==> config.mk <==
export PLATFORM = sky130hd
export DESIGN_NAME = rwe_ctrl
export DESIGN_NICKNAME = d
export VERILOG_FILES = /design/src/rtl/rwe_pkg.sv /design/src/rtl/rwe_ctrl.sv
export SDC_FILE = /design/constraint.sdc
export NUM_CORES = 1
export LEC_CHECK = 0
export BUFFER_PORTS_ARGS = -buffer_cell sky130_fd_sc_hd__clkbuf_2
export CAP_MARGIN = 20
export CORE_MARGIN = 4
export CORE_UTILIZATION = 55
export CTS_BUF_LIST = sky130_fd_sc_hd__clkbuf_4 sky130_fd_sc_hd__clkbuf_8
export CTS_CLUSTER_SIZE = 8
export DETAILED_ROUTE_END_ITERATION = 8
export GPL_TIMING_DRIVEN = 0
export HOLD_SLACK_MARGIN = 0.08
export PLACE_DENSITY = 0.78
export SLEW_MARGIN = 20
export SYNTH_ARGS = -nofsm -noshare
export SYNTH_HDL_FRONTEND = slang
export SYNTH_SLANG_ARGS = --single-unit
export TNS_END_PERCENT = 1
==> constraint.sdc <==
create_clock -name clk_i -period 2.7 [get_ports clk_i]
set_input_delay 0.27 -clock clk_i [delete_from_list [all_inputs] [get_ports clk_i]]
set_output_delay 0.27 -clock clk_i [all_outputs]
set_load 0.005 [all_outputs]
==> src/rtl/rwe_pkg.sv <==
`timescale 1ns / 1ps
`default_nettype none
// ----------------------------------------------------------------------------
// rwe_pkg: shared types and constants of the recursive wind estimator
// Controller states, datapath commands and fixed-point limits.
// ----------------------------------------------------------------------------
package rwe_pkg;

  localparam logic signed [63:0] Lim31  = 64'sd2147483647;
  localparam logic signed [63:0] OneQ30 = 64'sd1073741824;
  localparam logic signed [63:0] OneQ16 = 64'sd65536;
  localparam logic [31:0] StartReset = 32'd20000;

  typedef enum logic [2:0] {
    ST_IDLE,
    ST_RUN,
    ST_DIV,
    ST_OUT
  } state_e;

  // micro-op codes of the datapath sequence
  typedef enum logic [4:0] {
    OP_PREP,
    OP_MEANV0,
    OP_MEANV1,
    OP_SQ0,
    OP_SQ1,
    OP_MEANS,
    OP_PHI,
    OP_A0,
    OP_A1,
    OP_B0,
    OP_B1,
    OP_D,
    OP_C00,
    OP_C01,
    OP_C10,
    OP_C11,
    OP_G0,
    OP_G1,
    OP_PW,
    OP_W0,
    OP_W1,
    OP_DONE
  } op_e;

  typedef struct packed {
    logic start;
    logic accept;
    op_e  op;
    logic step;
    logic div_go;
  } cmd_t;

  typedef struct packed {
    logic div_busy;
    logic needs_div;
  } sts_t;

  function automatic logic signed [63:0] csym(input logic signed [63:0] v);
    logic signed [63:0] r;
    begin
      r = v;
      if (v > Lim31) r = Lim31;
      if (v < -Lim31) r = -Lim31;
      return r;
    end
  endfunction

  function automatic logic signed [63:0] c32(input logic signed [63:0] v);
    logic signed [63:0] r;
    begin
      r = v;
      if (v > Lim31) r = Lim31;
      if (v < -Lim31 - 64'sd1) r = -Lim31 - 64'sd1;
      return r;
    end
  endfunction

endpackage
`default_nettype wire

==> src/rtl/rwe_ctrl.sv <==
`timescale 1ns / 1ps
`default_nettype none
// ----------------------------------------------------------------------------
// rwe_ctrl: estimator sequencer
// Steps the datapath through its micro-ops and handles the handshakes.
// ----------------------------------------------------------------------------
module rwe_ctrl (
  input  wire logic          clk_i,
  input  wire logic          rst_ni,
  input  wire logic          in_valid_i,
  output logic               in_ready_o,
  input  wire logic          acc_i,
  output logic               out_valid_o,
  input  wire logic          out_ready_i,
  output rwe_pkg::cmd_t      cmd_o,
  input  wire rwe_pkg::sts_t sts_i,
  output logic               load_o
);
  rwe_pkg::state_e st_q, st_d;
  rwe_pkg::op_e    op_q, op_d;
  logic            ph_q, ph_d;
  logic            isdiv, twoph, isc;

  always_comb begin
    isc = (op_q == rwe_pkg::OP_C00 || op_q == rwe_pkg::OP_C01 ||
           op_q == rwe_pkg::OP_C10 || op_q == rwe_pkg::OP_C11);
    isdiv = isc || op_q == rwe_pkg::OP_MEANV0 || op_q == rwe_pkg::OP_MEANV1 ||
            op_q == rwe_pkg::OP_MEANS;
    twoph = !isdiv && (op_q == rwe_pkg::OP_A0 || op_q == rwe_pkg::OP_A1 ||
            op_q == rwe_pkg::OP_B0 || op_q == rwe_pkg::OP_B1 ||
            op_q == rwe_pkg::OP_D || op_q == rwe_pkg::OP_G0 ||
            op_q == rwe_pkg::OP_G1 || op_q == rwe_pkg::OP_PW);
  end

  // next state
  always_comb begin
    st_d = st_q;
    op_d = op_q;
    ph_d = ph_q;
    case (st_q)
      rwe_pkg::ST_IDLE: begin
        if (in_valid_i) begin
          ph_d = 1'b0;
          op_d = rwe_pkg::OP_MEANV0;
          st_d = acc_i ? rwe_pkg::ST_DIV : rwe_pkg::ST_OUT;
        end
      end
      rwe_pkg::ST_DIV: begin
        // divider launch; C ops launch twice (quotient then fraction)
        st_d = rwe_pkg::ST_RUN;
      end
      rwe_pkg::ST_RUN: begin
        if (isdiv) begin
          if (!sts_i.div_busy) begin
            if (isc && !ph_q) begin
              ph_d = 1'b1;
              st_d = rwe_pkg::ST_DIV;
            end else begin
              ph_d = 1'b0;
              op_d = rwe_pkg::op_e'(op_q + 5'd1);
              st_d = (op_q == rwe_pkg::OP_MEANS || op_q == rwe_pkg::OP_MEANV0 ||
                      op_q == rwe_pkg::OP_C00 || op_q == rwe_pkg::OP_C01 ||
                      op_q == rwe_pkg::OP_C10) &&
                     (op_d == rwe_pkg::OP_MEANV1 || op_d == rwe_pkg::OP_C01 ||
                      op_d == rwe_pkg::OP_C10 || op_d == rwe_pkg::OP_C11) ?
                     rwe_pkg::ST_DIV : rwe_pkg::ST_RUN;
            end
          end
        end else if (twoph && !ph_q) begin
          ph_d = 1'b1;
        end else begin
          ph_d = 1'b0;
          op_d = rwe_pkg::op_e'(op_q + 5'd1);
          if (op_q == rwe_pkg::OP_SQ1 || op_q == rwe_pkg::OP_D) st_d = rwe_pkg::ST_DIV;
          if (op_q == rwe_pkg::OP_W1) st_d = rwe_pkg::ST_OUT;
        end
      end
      rwe_pkg::ST_OUT: begin
        if (out_ready_i) st_d = rwe_pkg::ST_IDLE;
      end
      default: st_d = rwe_pkg::ST_IDLE;
    endcase
  end

  // outputs
  always_comb begin
    cmd_o.start  = (st_q == rwe_pkg::ST_IDLE) && in_valid_i;
    cmd_o.accept = acc_i;
    cmd_o.op     = op_q;
    cmd_o.div_go = (st_q == rwe_pkg::ST_DIV);
    cmd_o.step   = 1'b0;
    if (st_q == rwe_pkg::ST_RUN) begin
      if (isdiv) cmd_o.step = !sts_i.div_busy && (!isc || ph_q);
      else cmd_o.step = 1'b1;
    end
    if (st_q == rwe_pkg::ST_RUN && isc && !ph_q && !sts_i.div_busy) cmd_o.step = 1'b1;
    in_ready_o  = (st_q == rwe_pkg::ST_IDLE);
    out_valid_o = (st_q == rwe_pkg::ST_OUT);
    load_o      = cmd_o.start;
  end

  always_ff @(posedge clk_i or negedge rst_ni) begin
    if (!rst_ni) begin
      st_q <= rwe_pkg::ST_IDLE;
      op_q <= rwe_pkg::OP_MEANV0;
      ph_q <= 1'b0;
    end else begin
      st_q <= st_d;
      op_q <= op_d;
      ph_q <= ph_d;
    end
  end
endmodule
`default_nettype wire

After elaboration in Yosys (flattened, before gate mapping)
Index checks and enable logic that the tools add are counted.

storage, ports and cells
  logic and storage cells = 100
  register bits = 9
  bits of input ports = 7
  output and inout bits = 12

cells by class
  eq/ne operators = 30
  add/subtract/negate cells = 1
  reductions and logical operators = 40
  mux-type cells = 26

operators with widths
  operator             number
  $eq 5x4->1 const B   11
  $mux 5               5
  $logic_or 1x1->1     22
  $mux 3               7
  $eq 5x5->1 const B   4
  $eq 5x3->1 const B   3
  $pmux 3 s4           1
  $eq 5x2->1 const B   2
  $pmux 5 s2           1
  $reduce_and 5->1     2
  $logic_and 1x1->1    9
  $mux 1               9
  $ne 3x3->1 const B   3
  $eq 3x2->1 const B   2
  $add 5x1->5 const B  1
  $eq 5x1->1 const B   1
  $logic_not 1->1      4
  $mux 2               2
  $ne 4x4->1 const B   1
  $eq 3x1->1 const B   1
  $logic_not 3->1      1
  $reduce_and 3->1     1
  $ne 2x1->1 const B   1
  $ne 2x2->1 const B   1
  2 further kinds      2

Longest topological paths before layout
  depth after elaboration = 13
  gate-level depth with buffers = 9
  gate-level depth less buffers = 8

Worst setup path after synthesis
Ideal clock, no wire load.

  path kind = register -> register
  from = register op_q[1]
  to = register op_q[2]
  period minus slack after synthesis = 2,351 ps
  slack = 349 ps
  data arrival time = 2,225 ps
  library setup time = 126 ps
  required time = 2,574 ps
  path buffers = 1
  cell stages (with the launch flop) = 9
  cell sequence = dfrtp_1 ha_1 clkbuf_1 and3_1 ha_1 and2_1 a41o_4 o31a_4 a221o_1

on the way
  word-level cells in the longest chain between the ends = 12
  elaborated cells on any way between the ends = 42
  those cells by class = add/sub (1); eq/ne (18); mux (5); reduce/logical (18)

RTL lines
  element                                                  line                            source
  from (decl)                                              rwe_ctrl.sv:20                  rwe_pkg::op_e op_q, op_d;
  from (signal assigned)                                   rwe_ctrl.sv:105                 op_q <= rwe_pkg::OP_MEANV0;
  from (signal assigned)                                   rwe_ctrl.sv:109                 op_q <= op_d;
  $eq 5x4->1, or another cell as far along                 rwe_ctrl.sv:25                  isc = (op_q == rwe_pkg::OP_C00 || op_q == rwe_pkg::OP_C01 ||
  $logic_or 1x1->1, on equally long branches (2 in a row)  rwe_ctrl.sv:25, rwe_ctrl.sv:29
  $logic_or 1x1->1, on equally long branches               rwe_ctrl.sv:26, rwe_ctrl.sv:30
  $logic_or 1x1->1, on equally long branches               rwe_ctrl.sv:27, rwe_ctrl.sv:30
  $logic_or 1x1->1, on equally long branches (2 in a row)  rwe_ctrl.sv:27, rwe_ctrl.sv:31
  $logic_not 1->1 or $logic_or 1x1->1 (tied branches)      rwe_ctrl.sv:29, rwe_ctrl.sv:32
  $logic_and 1x1->1                                        rwe_ctrl.sv:29                  twoph = !isdiv && (op_q == rwe_pkg::OP_A0 || op_q == rwe_pkg::OP_A1 ||
  $logic_and 1x1->1                                        rwe_ctrl.sv:69                  end else if (twoph && !ph_q) begin
  $ne 3x3->1 (no source line)                              -
  $reduce_and 5->1 (no source line)                        -

Parallel ways exist; a longest one is shown, timed or not. The select of a mux whose other input is x is not followed.
A chain may end at the register's enable or synchronous reset.

Worst setup path after layout
  from = register op_q[0]
  to = register op_q[4]

The elaborated chain is that of the path after synthesis.

==> impl_results.md <==
* Reg clk slew, reported paths at 0.06 ns
* Pwr Density at roughly 1300 mW/mm²
* Pre-antenna DRT Iters at 4
* Number of max-cap violations at 0
* RSZ-0062 raised after global routing: false
* Final Hold Fails at 0
* R2r startpoint: op_q[0]
* Vias at roughly 780
* Post-synthesis instance total at 93
* Worst skew pair latency at about 0.25 ns
* Die area at around 0.0022 mm²
* Detailed Route WL at slightly below 2000 µm
* TritonCTS clock tree: done
* Internal power at ~640 µW
* Synth warn at 0
* Number of diodes at 0
* Residual DRC count at 0
* Worst reg2reg path depth at 7
* Final #Nets at between 100 and 150
* Antenna violations before repair at 0
* Logic pwr share at between 60% and 70%
* Clock power frac at 8.4%
* Total power at around 1200 µW
* Via/cell ratio at ~6
* Post-synth net total at roughly 110
* Peak supply drop at between 0.7 and 0.8 mV
* Initial Util at between 60% and 70%
* Worst R2R End: op_q[4]
* Core footprint at approximately 0.0014 mm²
* Reg power frac at 22.6%
* Detailed-route wire length per cell at 15.04 µm
* Drt first-iter violations at 25
* Worst slew margin at a little over 70%
* Synth unique cells at 44
* FMAX at roughly 0.40 GHz
* Hold Crit Class: in -> reg
* Seq cells post-synth at 8
* Die Wd at about 47 µm
* Fin crit share at approximately 92%
* Most numerous cell in the Yosys netlist: dfrtp_1
* Grt met1 use at between 20% and 30%
* Worst Tran Pin Value at around 0.4 ns
* Crit Path Category: reg -> reg
* Share of cells above drive strength 1 at 28.07%
* Clock Skews at around 0.0084 ns
* Worst setup SP type: register
* Post-synthesis cell area at 827.0 µm²
* H-tree depth at 1
* Switching Share at about 48%
* Vias in the first global route at roughly 720
* GRT Overall Usage at between 20% and 30%
* CP required at roughly 2.8 ns
* Global-route wire length before repair at 3174 µm
* Reg2reg setup slack at about 0.2 ns
* P_sw at 580.5 µW
* Std-Cell Rows at 13
* Met2 Use GR at 33.88%
* Register area share after synthesis at about a quarter
* Min cycle time layout at 2.496 ns
* Synth top area cells: dfrtp_1, ha_1, nand2b_1
* Dpl hpwl at ~1600 µm
* Port Buffers at 17
* Pin count of the biggest net entering global routing at 11
* Critical Path Start: op_q[0]
* Crit Path Max Fanout at 6
* Ys async rst share at 100.0%
* Post-synth EDFFs at 0
* GR Util met3 at under 10%
* Synthesized area per cell at slightly below 9 µm²
* Leading cell types by count after synthesis: dfrtp_1, inv_1, nor2_1
* Total grt overflow at 0
* DIE HEIGHT at between 40 and 50 µm
* Antenna Violating Nets Remaining at 0
* Setup Viol. Count Final at 0
* Crit end category: register
* Area Overhead vs Synth at 16.94%
* Yosys top cell by area: dfrtp_1
* Crit path capture: op_q[4]
* Post-synth top flop: dfrtp_1
* Fin Setup TNS at 0 ns
* Busiest grt layer: met2
* Clk sinks at 8
* P_leak at approximately 0.00045 µW
* Clk buf depth at 2
* CP arrival at 2.61 ns
* Top cell type's share of synthesized area at a little over a fifth
* GP Congestion at 0.8652
* Num CTS Buffers at 3
* Fin. max-slew vios at 0
* IO Pins at 19
* Root buf cell: clkbuf_4
* Status: finished, final reports clean
-- critical path, cell delays in order (launching register included) --
cell and delay (ns):
dfstp_2 0.58, inv_1 0.07, ha_1 0.25, a211o_1 0.31
a41oi_2 0.33, a21boi_1 0.31, o31a_4 0.19, mux2_1 0.33
-- kinds of logic (layout without fill, tap and decap cells) --
group           Yosys count  count (layout)  share of synthesized area (%)
simple gates             35              35                          24.81
compound gates           25              25                          27.39
buf+inv                  12              33                          6.656
fa+ha+maj                 5               5                          7.564
mux                       4               4                          4.992
xor+xnor                  4               4                          4.237
flops                     8               8                          24.36
-- registers in the layout, indices dropped and copies added (netlist names) --
signal	count
st_q	2
op_q	5
ph_q	1
-- placed cells by master (no fill, tap or decap), types with 2 or more instances in the layout --
cell type | netlist | routed
or3_1 | 2 | 2
and2_1 | 2 | 2
nor2_1 | 6 | 6
clkbuf_2 | 0 | 17
clkbuf_4 | 0 | 4
a211o_1 | 2 | 2
buf_4 | 2 | 2
nand3b_1 | 3 | 3
nand2_1 | 4 | 4
mux2i_1 | 3 | 3
buf_2 | 2 | 2
ha_1 | 5 | 5
nand2b_1 | 5 | 5
nor2b_1 | 3 | 3
xnor2_1 | 3 | 3
dfrtp_1 | 7 | 7
a21oi_1 | 4 | 4
inv_1 | 6 | 6
nor3_1 | 5 | 5
-- timing repair --
| item | 4_1_cts | 5_1_grt |
|---|---|---|
| endpoints found under the setup margin | 0 | 2 |
| hold endpoints to repair | 8 | 0 |
| gates resized for setup | 0 | 1 |
| buffers inserted | 0 | 0 |
| hold buffers | 1 | 0 |
-- power by group through the flow --
stage | Sequential, µW | Combinational [µW] | Clock [µW]
2_1_floorplan | 250 | 631 | 0
3_3_place_gp | 263 | 811 | 0
3_5_place_dp | 273 | 835 | 0
4_1_cts | 270 | 839 | 107
5_1_grt | 287 | 930 | 113
6_report | 275 | 842 | 102
-- final cells by class --
type	instances	area, µm²
multi-input combinational	73	570.5
clock buffer	4	30.03
fill	117	382.9
tap	15	18.77
timing repair buffer	18	95.09
sequential	8	201.4
buffer	5	28.78
inverter	6	22.52
-- how the worst min path moves through the flow --
stage,startpoint,to,cells past startpoint
3_3_place_gp,rst_ni,st_q[1],1
6_report,out_ready_i,st_q[1],3
3_5_place_dp,rst_ni,op_q[3],1
2_1_floorplan,rst_ni,op_q[1],0
5_1_grt,out_ready_i,st_q[1],3
4_1_cts,out_ready_i,st_q[1],3
-- per-layer routing --
layer	vias up	wire length, µm
met2	27	995
li1	386	-
met4	0	13
met1	366	843
met5	-	0
met3	2	88
-- per-stage QoR --
stage / util [%] / hold WS [ns] / cell area (µm²) / setup slack (ns) / cells
after floorplan: - / -0.02559 / 827.0 / 0.3490 / 93
after detailed placement: 68.95 / 0.1169 / 930.9 / 0.1496 / 125
after global routing: 71.64 / 0.3548 / 967.2 / 0.1054 / 129
after global placement: 68.95 / 0.1123 / 930.9 / 0.1805 / 125
after CTS: 71.92 / 0.3325 / 970.9 / 0.1375 / 130
final: 71.64 / 0.3397 / 967.2 / 0.2037 / 129
Power figures use the tool's default switching activity.
